## config.mk

```make
export PLATFORM = sky130hd
export DESIGN_NAME = route_table_longest_prefix
export DESIGN_NICKNAME = d
export VERILOG_FILES = /design/src/sv/rtlpm_pkg.sv /design/src/sv/rtlpm_ram.sv /design/src/sv/rtlpm_cmp.sv /design/src/sv/route_table_longest_prefix.sv
export SDC_FILE = /design/constraint.sdc
export NUM_CORES = 2
export LEC_CHECK = 0
export BUFFER_PORTS_ARGS = -buffer_cell sky130_fd_sc_hd__buf_2
export CORE_MARGIN = 1.5
export CORE_UTILIZATION = 55
export DETAILED_ROUTE_END_ITERATION = 8
export PLACE_DENSITY = 0.72
export SETUP_SLACK_MARGIN = 0.1
export SYNTH_ARGS = -nofsm -noshare
export SYNTH_HDL_FRONTEND = slang
export SYNTH_HIERARCHICAL = 1
export SYNTH_SLANG_ARGS = --single-unit
```

## constraint.sdc

```tcl
create_clock -name clk -period 19 [get_ports clk]
set_input_delay 0.95 -clock clk [delete_from_list [all_inputs] [get_ports clk]]
set_output_delay 0.95 -clock clk [all_outputs]
set_load 0.05 [all_outputs]
```

## src/sv/rtlpm_pkg.sv

```systemverilog
// Shared types and constants of the longest-prefix route table.
package rtlpm_pkg;

  localparam int unsigned ADDR_W = 32;

  localparam logic [ADDR_W-1:0] MISS_HOP = '1;

  typedef enum logic [1:0] {
    MODE_ADD    = 2'd0,
    MODE_DEL    = 2'd1,
    MODE_LOOKUP = 2'd2
  } mode_t;

  typedef enum logic [2:0] {
    ST_ADDED     = 3'd0,
    ST_DELETED   = 3'd1,
    ST_NOT_FOUND = 3'd2,
    ST_DIRECT    = 3'd3,
    ST_FULL      = 3'd4,
    ST_HIT       = 3'd5
  } status_t;

  typedef struct packed {
    mode_t             mode;
    logic [ADDR_W-1:0] route_prefix;
    logic [ADDR_W-1:0] route_mask;
    logic [ADDR_W-1:0] route_next_hop;
    logic [ADDR_W-1:0] lookup_addr;
  } in_req_t;

  typedef struct packed {
    status_t           status;
    logic              found;
    logic [ADDR_W-1:0] next_hop_out;
  } out_rsp_t;

  typedef struct packed {
    logic [ADDR_W-1:0] prefix;
    logic [ADDR_W-1:0] mask;
    logic [ADDR_W-1:0] next_hop;
  } route_t;

  typedef struct packed {
    logic exact;
    logic pfx_hit;
    logic mask_ge;
  } cmp_res_t;

endpackage

```

## src/sv/rtlpm_ram.sv

```systemverilog
// Generic single-write, single-read RAM with registered read data.
module rtlpm_ram #(
  parameter int unsigned WIDTH = 96,
  parameter int unsigned DEPTH = 16
) (
  input  logic                     clk,
  input  logic                     wr_en,
  input  logic [$clog2(DEPTH)-1:0] wr_addr,
  input  logic [WIDTH-1:0]         wr_data,
  input  logic [$clog2(DEPTH)-1:0] rd_addr,
  output logic [WIDTH-1:0]         rd_data
);

  logic [WIDTH-1:0] mem [DEPTH];

  always_ff @(posedge clk) begin
    if (wr_en) begin
      mem[wr_addr] <= wr_data;
    end
    rd_data <= mem[rd_addr];
  end

endmodule

```

## src/sv/rtlpm_cmp.sv

```systemverilog
// Shared compare unit: checks one stored route against the pending request.
module rtlpm_cmp (
  input  rtlpm_pkg::route_t            entry,
  input  rtlpm_pkg::route_t            key,
  input  logic [rtlpm_pkg::ADDR_W-1:0] addr,
  input  logic [rtlpm_pkg::ADDR_W-1:0] best_mask,
  output rtlpm_pkg::cmp_res_t          res
);
  import rtlpm_pkg::*;

  // Exact triple match for delete, prefix match and mask rank for lookup.
  assign res.exact   = (entry == key);
  assign res.pfx_hit = ((addr & entry.mask) == entry.prefix);
  assign res.mask_ge = (entry.mask >= best_mask);

endmodule

```

## src/sv/route_table_longest_prefix.sv

```systemverilog
// Top level of the ordered IPv4 route table with longest-prefix lookup.
//
// A request is taken when start is high and busy is low. Every request
// gives exactly one result, shown on out_rsp for a single cycle while
// out_valid is high; the receiver cannot stall it, so it must take the
// result in that cycle. An add, a refused direct delete, an unused mode and
// any delete or lookup on an empty table answer in the cycle after the
// request, and busy stays low, so a new request may follow at once. A lookup
// reads the route RAM one entry per cycle through one shared compare unit
// and busy is high while it scans. A delete scans the same way up to the
// first exact match at place k, then moves each later route up one place,
// one RAM read and write per cycle. The single RAM read port and the
// one-entry scan loop set this pace. Among matching routes the largest mask
// wins, the later route on a tie; a winning next hop of 0 answers with the
// looked-up address itself, and a miss answers all ones with status not
// found.
module route_table_longest_prefix #(
  parameter int unsigned ENTRIES = 16
) (
  input  logic                clk,
  input  logic                rst_n,
  input  logic                start,
  output logic                busy,
  input  rtlpm_pkg::in_req_t  in_req,
  output logic                out_valid,
  output rtlpm_pkg::out_rsp_t out_rsp
);
  import rtlpm_pkg::*;

  localparam int unsigned IDX_W = $clog2(ENTRIES);
  localparam int unsigned CNT_W = $clog2(ENTRIES + 1);
  localparam int unsigned RT_W  = $bits(route_t);

  // The sequencer is idle, scanning entries, or closing a gap after delete.
  typedef enum logic [2:0] {
    S_IDLE  = 3'b001,
    S_SCAN  = 3'b010,
    S_SHIFT = 3'b100
  } state_t;

  state_t            state_r, state_nxt;
  logic [CNT_W-1:0]  count_r, count_nxt;
  logic [CNT_W-1:0]  chk_r, chk_nxt;
  in_req_t           req_r, req_nxt;
  logic              hit_r, hit_nxt;
  logic [ADDR_W-1:0] best_mask_r, best_mask_nxt;
  logic [ADDR_W-1:0] best_hop_r, best_hop_nxt;
  logic              out_valid_r, out_valid_nxt;
  out_rsp_t          out_rsp_r, out_rsp_nxt;

  logic              accept;
  logic              full;
  logic              last;
  logic              shift_last;
  logic [CNT_W:0]    rd_idx;
  logic              wr_en;
  logic [IDX_W-1:0]  wr_addr;
  route_t            wr_route;
  logic [RT_W-1:0]   rd_data;
  route_t            entry;
  route_t            key;
  cmp_res_t          cmp;

  assign busy      = (state_r != S_IDLE);
  assign out_valid = out_valid_r;
  assign out_rsp   = out_rsp_r;

  assign accept = start && (state_r == S_IDLE);
  assign full   = (count_r == CNT_W'(ENTRIES));

  // The entry on the RAM output is entry chk_r while scanning and entry
  // chk_r + 1 while shifting; reads are issued one place ahead.
  assign last       = ({1'b0, chk_r} + (CNT_W + 1)'(1)) == {1'b0, count_r};
  assign shift_last = ({1'b0, chk_r} + (CNT_W + 1)'(2)) == {1'b0, count_r};

  always_comb begin
    case (state_r)
      S_SCAN:  rd_idx = {1'b0, chk_r} + (CNT_W + 1)'(1);
      S_SHIFT: rd_idx = {1'b0, chk_r} + (CNT_W + 1)'(2);
      default: rd_idx = '0;
    endcase
  end

  // Appends are written straight from the request; shifts copy the next
  // entry down into the current place.
  assign wr_en   = (accept && (in_req.mode == MODE_ADD) && !full) || (state_r == S_SHIFT);
  assign wr_addr = (state_r == S_SHIFT) ? chk_r[IDX_W-1:0] : count_r[IDX_W-1:0];

  always_comb begin
    if (state_r == S_SHIFT) begin
      wr_route = entry;
    end else begin
      wr_route.prefix   = in_req.route_prefix;
      wr_route.mask     = in_req.route_mask;
      wr_route.next_hop = in_req.route_next_hop;
    end
  end

  rtlpm_ram #(
    .WIDTH (RT_W),
    .DEPTH (ENTRIES)
  ) u_ram (
    .clk     (clk),
    .wr_en   (wr_en),
    .wr_addr (wr_addr),
    .wr_data (wr_route),
    .rd_addr (rd_idx[IDX_W-1:0]),
    .rd_data (rd_data)
  );

  assign entry        = route_t'(rd_data);
  assign key.prefix   = req_r.route_prefix;
  assign key.mask     = req_r.route_mask;
  assign key.next_hop = req_r.route_next_hop;

  rtlpm_cmp u_cmp (
    .entry     (entry),
    .key       (key),
    .addr      (req_r.lookup_addr),
    .best_mask (best_mask_r),
    .res       (cmp)
  );

  always_comb begin
    state_nxt     = state_r;
    count_nxt     = count_r;
    chk_nxt       = chk_r;
    req_nxt       = req_r;
    hit_nxt       = hit_r;
    best_mask_nxt = best_mask_r;
    best_hop_nxt  = best_hop_r;
    out_valid_nxt = 1'b0;
    out_rsp_nxt   = out_rsp_r;

    case (state_r)
      S_IDLE: begin
        if (start) begin
          req_nxt       = in_req;
          chk_nxt       = '0;
          hit_nxt       = 1'b0;
          best_mask_nxt = '0;
          best_hop_nxt  = MISS_HOP;
          case (in_req.mode)
            MODE_ADD: begin
              out_valid_nxt            = 1'b1;
              out_rsp_nxt.found        = 1'b0;
              out_rsp_nxt.next_hop_out = '0;
              if (full) begin
                out_rsp_nxt.status = ST_FULL;
              end else begin
                out_rsp_nxt.status = ST_ADDED;
                count_nxt          = count_r + CNT_W'(1);
              end
            end
            MODE_DEL: begin
              if (in_req.route_next_hop == '0) begin
                out_valid_nxt            = 1'b1;
                out_rsp_nxt.status       = ST_DIRECT;
                out_rsp_nxt.found        = 1'b0;
                out_rsp_nxt.next_hop_out = '0;
              end else if (count_r == '0) begin
                out_valid_nxt            = 1'b1;
                out_rsp_nxt.status       = ST_NOT_FOUND;
                out_rsp_nxt.found        = 1'b0;
                out_rsp_nxt.next_hop_out = '0;
              end else begin
                state_nxt = S_SCAN;
              end
            end
            MODE_LOOKUP: begin
              if (count_r == '0) begin
                out_valid_nxt            = 1'b1;
                out_rsp_nxt.status       = ST_NOT_FOUND;
                out_rsp_nxt.found        = 1'b0;
                out_rsp_nxt.next_hop_out = MISS_HOP;
              end else begin
                state_nxt = S_SCAN;
              end
            end
            default: begin
              out_valid_nxt            = 1'b1;
              out_rsp_nxt.status       = ST_NOT_FOUND;
              out_rsp_nxt.found        = 1'b0;
              out_rsp_nxt.next_hop_out = MISS_HOP;
            end
          endcase
        end
      end

      S_SCAN: begin
        if (req_r.mode == MODE_LOOKUP) begin
          // Later entries win ties, hence the >= in the compare unit.
          if (cmp.pfx_hit && cmp.mask_ge) begin
            hit_nxt       = 1'b1;
            best_mask_nxt = entry.mask;
            best_hop_nxt  = (entry.next_hop == '0) ? req_r.lookup_addr : entry.next_hop;
          end
          if (last) begin
            state_nxt                = S_IDLE;
            out_valid_nxt            = 1'b1;
            out_rsp_nxt.status       = hit_nxt ? ST_HIT : ST_NOT_FOUND;
            out_rsp_nxt.found        = hit_nxt;
            out_rsp_nxt.next_hop_out = best_hop_nxt;
          end else begin
            chk_nxt = chk_r + CNT_W'(1);
          end
        end else begin
          if (cmp.exact) begin
            if (last) begin
              state_nxt                = S_IDLE;
              count_nxt                = count_r - CNT_W'(1);
              out_valid_nxt            = 1'b1;
              out_rsp_nxt.status       = ST_DELETED;
              out_rsp_nxt.found        = 1'b0;
              out_rsp_nxt.next_hop_out = '0;
            end else begin
              // The read of the next entry is already under way.
              state_nxt = S_SHIFT;
            end
          end else if (last) begin
            state_nxt                = S_IDLE;
            out_valid_nxt            = 1'b1;
            out_rsp_nxt.status       = ST_NOT_FOUND;
            out_rsp_nxt.found        = 1'b0;
            out_rsp_nxt.next_hop_out = '0;
          end else begin
            chk_nxt = chk_r + CNT_W'(1);
          end
        end
      end

      S_SHIFT: begin
        if (shift_last) begin
          state_nxt                = S_IDLE;
          count_nxt                = count_r - CNT_W'(1);
          out_valid_nxt            = 1'b1;
          out_rsp_nxt.status       = ST_DELETED;
          out_rsp_nxt.found        = 1'b0;
          out_rsp_nxt.next_hop_out = '0;
        end else begin
          chk_nxt = chk_r + CNT_W'(1);
        end
      end

      default: begin
        state_nxt = S_IDLE;
      end
    endcase
  end

  always_ff @(posedge clk) begin
    if (!rst_n) begin
      state_r     <= S_IDLE;
      count_r     <= '0;
      out_valid_r <= 1'b0;
    end else begin
      state_r     <= state_nxt;
      count_r     <= count_nxt;
      out_valid_r <= out_valid_nxt;
    end
  end

  always_ff @(posedge clk) begin
    chk_r       <= chk_nxt;
    req_r       <= req_nxt;
    hit_r       <= hit_nxt;
    best_mask_r <= best_mask_nxt;
    best_hop_r  <= best_hop_nxt;
    out_rsp_r   <= out_rsp_nxt;
  end

endmodule

```

==> impl.org <==
** Run status
- Status :: finished, final reports clean

** Power
- Cell leakage power :: 26.3 nW
- Worst voltage drop across the vdd grid :: 0.000109 V
- Registers are responsible for 54.4% of the overall power.
- The analysis attributes to net switching a power of 1.76 mW.
- Dividing total power by cell area gives a power density of 104 mW/mm².
- Combinational share of power :: 2.7%
- Net switching is 20.8% of the power.
- Cell internal pwr :: 6.71 mW
- Power share of the clock group :: 42.9%

** Critical path
- At the worst endpoint, the required time is 19700 ps.
- In this run the critical register-to-register path is captured at u_ram/rd_data[30]$_DFF_P_.
- Counting cells, the worst reg-to-reg path comes to 10.
- Critical register-to-register path startpoint :: state_r[0]$_SDFFE_PN1P_
- Along the worst path, the maximum fanout reaches 72.
- Reg2Reg Setup Slack :: 13380 ps
- Data arrival time at the worst-slack endpoint :: 6330 ps
- The worst setup path is of the flip-flop to flip-flop kind.
- The worst setup path is launched from a flip-flop.
- Critical Path Sink Type :: flip-flop

** Min path
- Counting instances, the worst hold path has a depth of 1.
- The worst hold path begins at in_req[12].
- HP Class :: input port to flip-flop
- Worst-case hold path end point :: req_r[12]$_DFFE_PP_

** Clock tree
- Number of H-tree branching levels :: 4
- Clock tree root driver cell :: clkbuf_16
- The number of hold buffers added after CTS was 0.
- Worst-case clock buffer depth :: 3
- Clock insertion delay at the later pin of the skew report :: 830 ps
- TritonCTS created 182 clock buffers.
- TritonCTS built the clock tree.
- In this run, post-CTS repair resized a total of 0 instances.
- Clock edge transition at the registers on the reported setup and hold paths :: 60 ps
- Buffers added to address setup during post-CTS repair amount to 0.
- The tree built by TritonCTS fans out to 1877 sinks.

** Timing
- Final hold violation count :: 0
- Setup repair after global routing missed its margin :: no
- Final Setup Violations :: 0
- Dividing the final minimum period by the clock period gives 29.6%.
- Static timing analysis puts the maximum clock frequency at 178 MHz.
- Worst Tran Pin Value :: 1280 ps
- Clk_skew :: 27.7 ps
- The number of max-slew violations in the final report is 0.
- After routing, the total negative slack on setup checks comes to 0 ps.
- In this run the tightest slew margin relative to its limit is 14.0%.
- Time the worst path needs with I/O delays and setup :: 5620 ps

** Detailed routing
- After detailed routing, the number of remaining DRC violations is 0.
- After detailed routing, the average wire length per cell comes to 32.2 µm.
- Number of iterations in the first detailed-routing pass :: 6
- The detailed router placed 38300 vias in this run.
- Final routed wirelength across all metal layers :: 190000 µm
- Drt first-iter violations :: 6077
- DR vias/cell :: 6.49
- Antenna violation net count after detailed routing :: 0

** Final layout
- Most common cell after layout, fill and taps aside :: edfxtp_1
- In the layout the commonest cells are edfxtp_1, nand2_1, mux4_2.
- For this run, the share of the core covered by cells in the final layout is 62.7%.
- The final layout contains 4168 nets.
- In the final layout, the share of cells above drive strength 1 is 23.2%.
- The finished layout holds 5898 standard cells, fillers aside.
- Registers take 0.0553 mm².
- Multi-input logic area :: 0.0160 mm²
- Compared with the post-synthesis result, the final layout area differs by 12.6%.
- The filler cells instantiated in the layout total 8868.
- Once layout is done, the placed cells without fillers occupy 0.0815 mm².

** Logic synthesis
- Primary flip-flop cell chosen by synthesis mapping :: edfxtp_1
- By area the synthesized netlist is led by edfxtp_1, mux4_2, dfxtp_1.
- In the synthesized netlist, mux cells make up 12.0% of the area.
- Largest family of logic cells by synthesized area :: multiplexers
- Number of unique standard cell types used by synthesis :: 62
- Yosys warning total :: 6
- Of the total synthesized cell area, the portion taken by full adders, half adders and majority gates is 0.736%.
- Sequential cell area fraction in the yosys report :: 76.4%
- Synthesized netlist cell count :: 3718
- Synth Area in Compound Gates :: 3.69%
- Cell accounting for the most synthesized area :: edfxtp_1
- After synthesis, the mean cell area works out to 19.5 µm².
- Simple-Gate Fraction of Synth Area :: 3.60%
- Top cell type's share of synthesized area :: 73.5%
- XOR/XNOR share of the synthesized area :: 1.74%
- Yosys mapped a number of flops with a built-in enable equal to 1772.
- For this run, asynchronously set or reset flops after synthesis account for 0%.
- Netlist area before placement :: 0.0724 mm²
- Syn Nets :: 3893
- Flip-flop and latch count after synthesis :: 1877

** GRT
- Across every metal layer, demand over resource in global routing totals 28.6%.
- Total overflow reported by the global router :: 0
- The initial antenna violation count came to 8.
- Number of global-route vias before repair :: 37400
- Entering global routing, the biggest net connects 137 pins.
- The first global-routing pass estimated 272000 µm of wire.

** Floorplanning
- The floorplan step defined a die boundary enclosing 0.134 mm².
- The total area inside the core boundary comes to 0.130 mm².
- Die width :: 366 µm
- The die is 366 µm tall.
- Once the floorplan was initialized, standard cells occupied 55.6% of the core.
- Total I/O pin count :: 171
- Placement Rows :: 132

** Placed design
- Summed over all nets, the half-perimeter wirelength after detailed placement is 109000 µm.
- Post-DP Area :: 0.0755 mm²
- Placer's final routability congestion estimate :: 0.908
- Number of I/O port buffers :: 170
- Including well taps, the total number of placed cells is 5551.

** Run
- Max-Cap Viols :: 0
[power groups by stage]
stage | clock network [mW] | logic, mW | registers (mW)
after global routing | 3.82 | 0.244 | 4.61
final | 3.63 | 0.232 | 4.61
after detailed placement | 0 | 0.225 | 4.69
after CTS | 3.67 | 0.226 | 4.61
after global placement | 0 | 0.220 | 4.69
after floorplan | 0 | 0.0986 | 4.70
[sequential cells by signal (all words and copies together) (netlist names)]
register and flops:
u_ram/mem 1536, key 96, u_ram/rd_data 96, out_rsp 36, req_r 34, best_hop_r 32, best_mask_r 32, chk_r 5
count_r 5, state_r 3, hit_r 1, out_valid 1
[worst max path at each step]
| stage | start | end | slack (ps) |
|---|---|---|---|
| after floorplan | in_req[128] | u_ram/mem[0][0]$_DFFE_PP_ | 9770 |
| after global placement | state_r[0]$_SDFFE_PN1P_ | u_ram/rd_data[61]$_DFF_P_ | 13470 |
| after detailed placement | state_r[0]$_SDFFE_PN1P_ | u_ram/rd_data[40]$_DFF_P_ | 13380 |
| after CTS | state_r[0]$_SDFFE_PN1P_ | u_ram/rd_data[40]$_DFF_P_ | 13360 |
| after global routing | state_r[0]$_SDFFE_PN1P_ | u_ram/rd_data[30]$_DFF_P_ | 13100 |
| final | state_r[0]$_SDFFE_PN1P_ | u_ram/rd_data[30]$_DFF_P_ | 13380 |
[critical path, cell delays in order, from the launching register on]
cell and delay, ps:
dfxtp_1 390, nor2_1 210, nand2_4 380, o21ai_4 290, buf_4 690, buf_4 900, buf_4 800, buf_4 890
mux4_2 410, a22oi_1 240, nand2_1 80
[per-layer routing]
metal  wire, µm  track usage (%)  share of wire [%]  vias up
li1           -                -                  -    15500
met1      72000             41.8                 38    19800
met2      85300             41.5                 45     2669
met3      27200             9.28                 14      279
met4       5340             8.39                2.8        6
met5        328            0.605               0.17        -
[stage by stage]
step	setup WS [ps]	power [mW]	hold slack, ps
after floorplan	9770	4.80	487
after global placement	13470	4.91	549
after detailed placement	13380	4.92	560
after CTS	13360	8.50	228
after global routing	13100	8.68	247
final	13380	8.47	288
[kinds of logic after synthesis]
kind of cell,count (synthesis)
compound gates,385
buf+inv,287
flops,1877
xor+xnor,144
mux,389
simple gates,594
fa+ha+maj,42
[cells in the mapped netlist, drive strengths merged, types with 5 or more instances]
cell type / n
nand4: 30
mux2i: 5
xnor2: 106
xor2: 38
nor4: 38
ha: 41
o21ai: 115
a22oi: 192
nand2: 419
mux4: 384
clkbuf: 87
edfxtp: 1772
nand2b: 5
dfxtp: 105
nor2b: 7
a21oi: 16
nor2: 29
and2: 34
buf: 94
nor3: 9
nand3: 8
a21o: 5
o311ai: 32
inv: 106
[final cells by class]
class / instances / share of cell area (%)
Multi-Input combinational cell: 1554 / 19.6
Inverter: 106 / 0.494
Sequential cell: 1877 / 67.8
Clock buffer: 248 / 6.08
Timing Repair Buffer: 272 / 2.03
Antenna cell: 6 / 0.0184
Clock inverter: 93 / 1.30
Tap cell: 1742 / 2.67
Power figures use the tool's default switching activity.
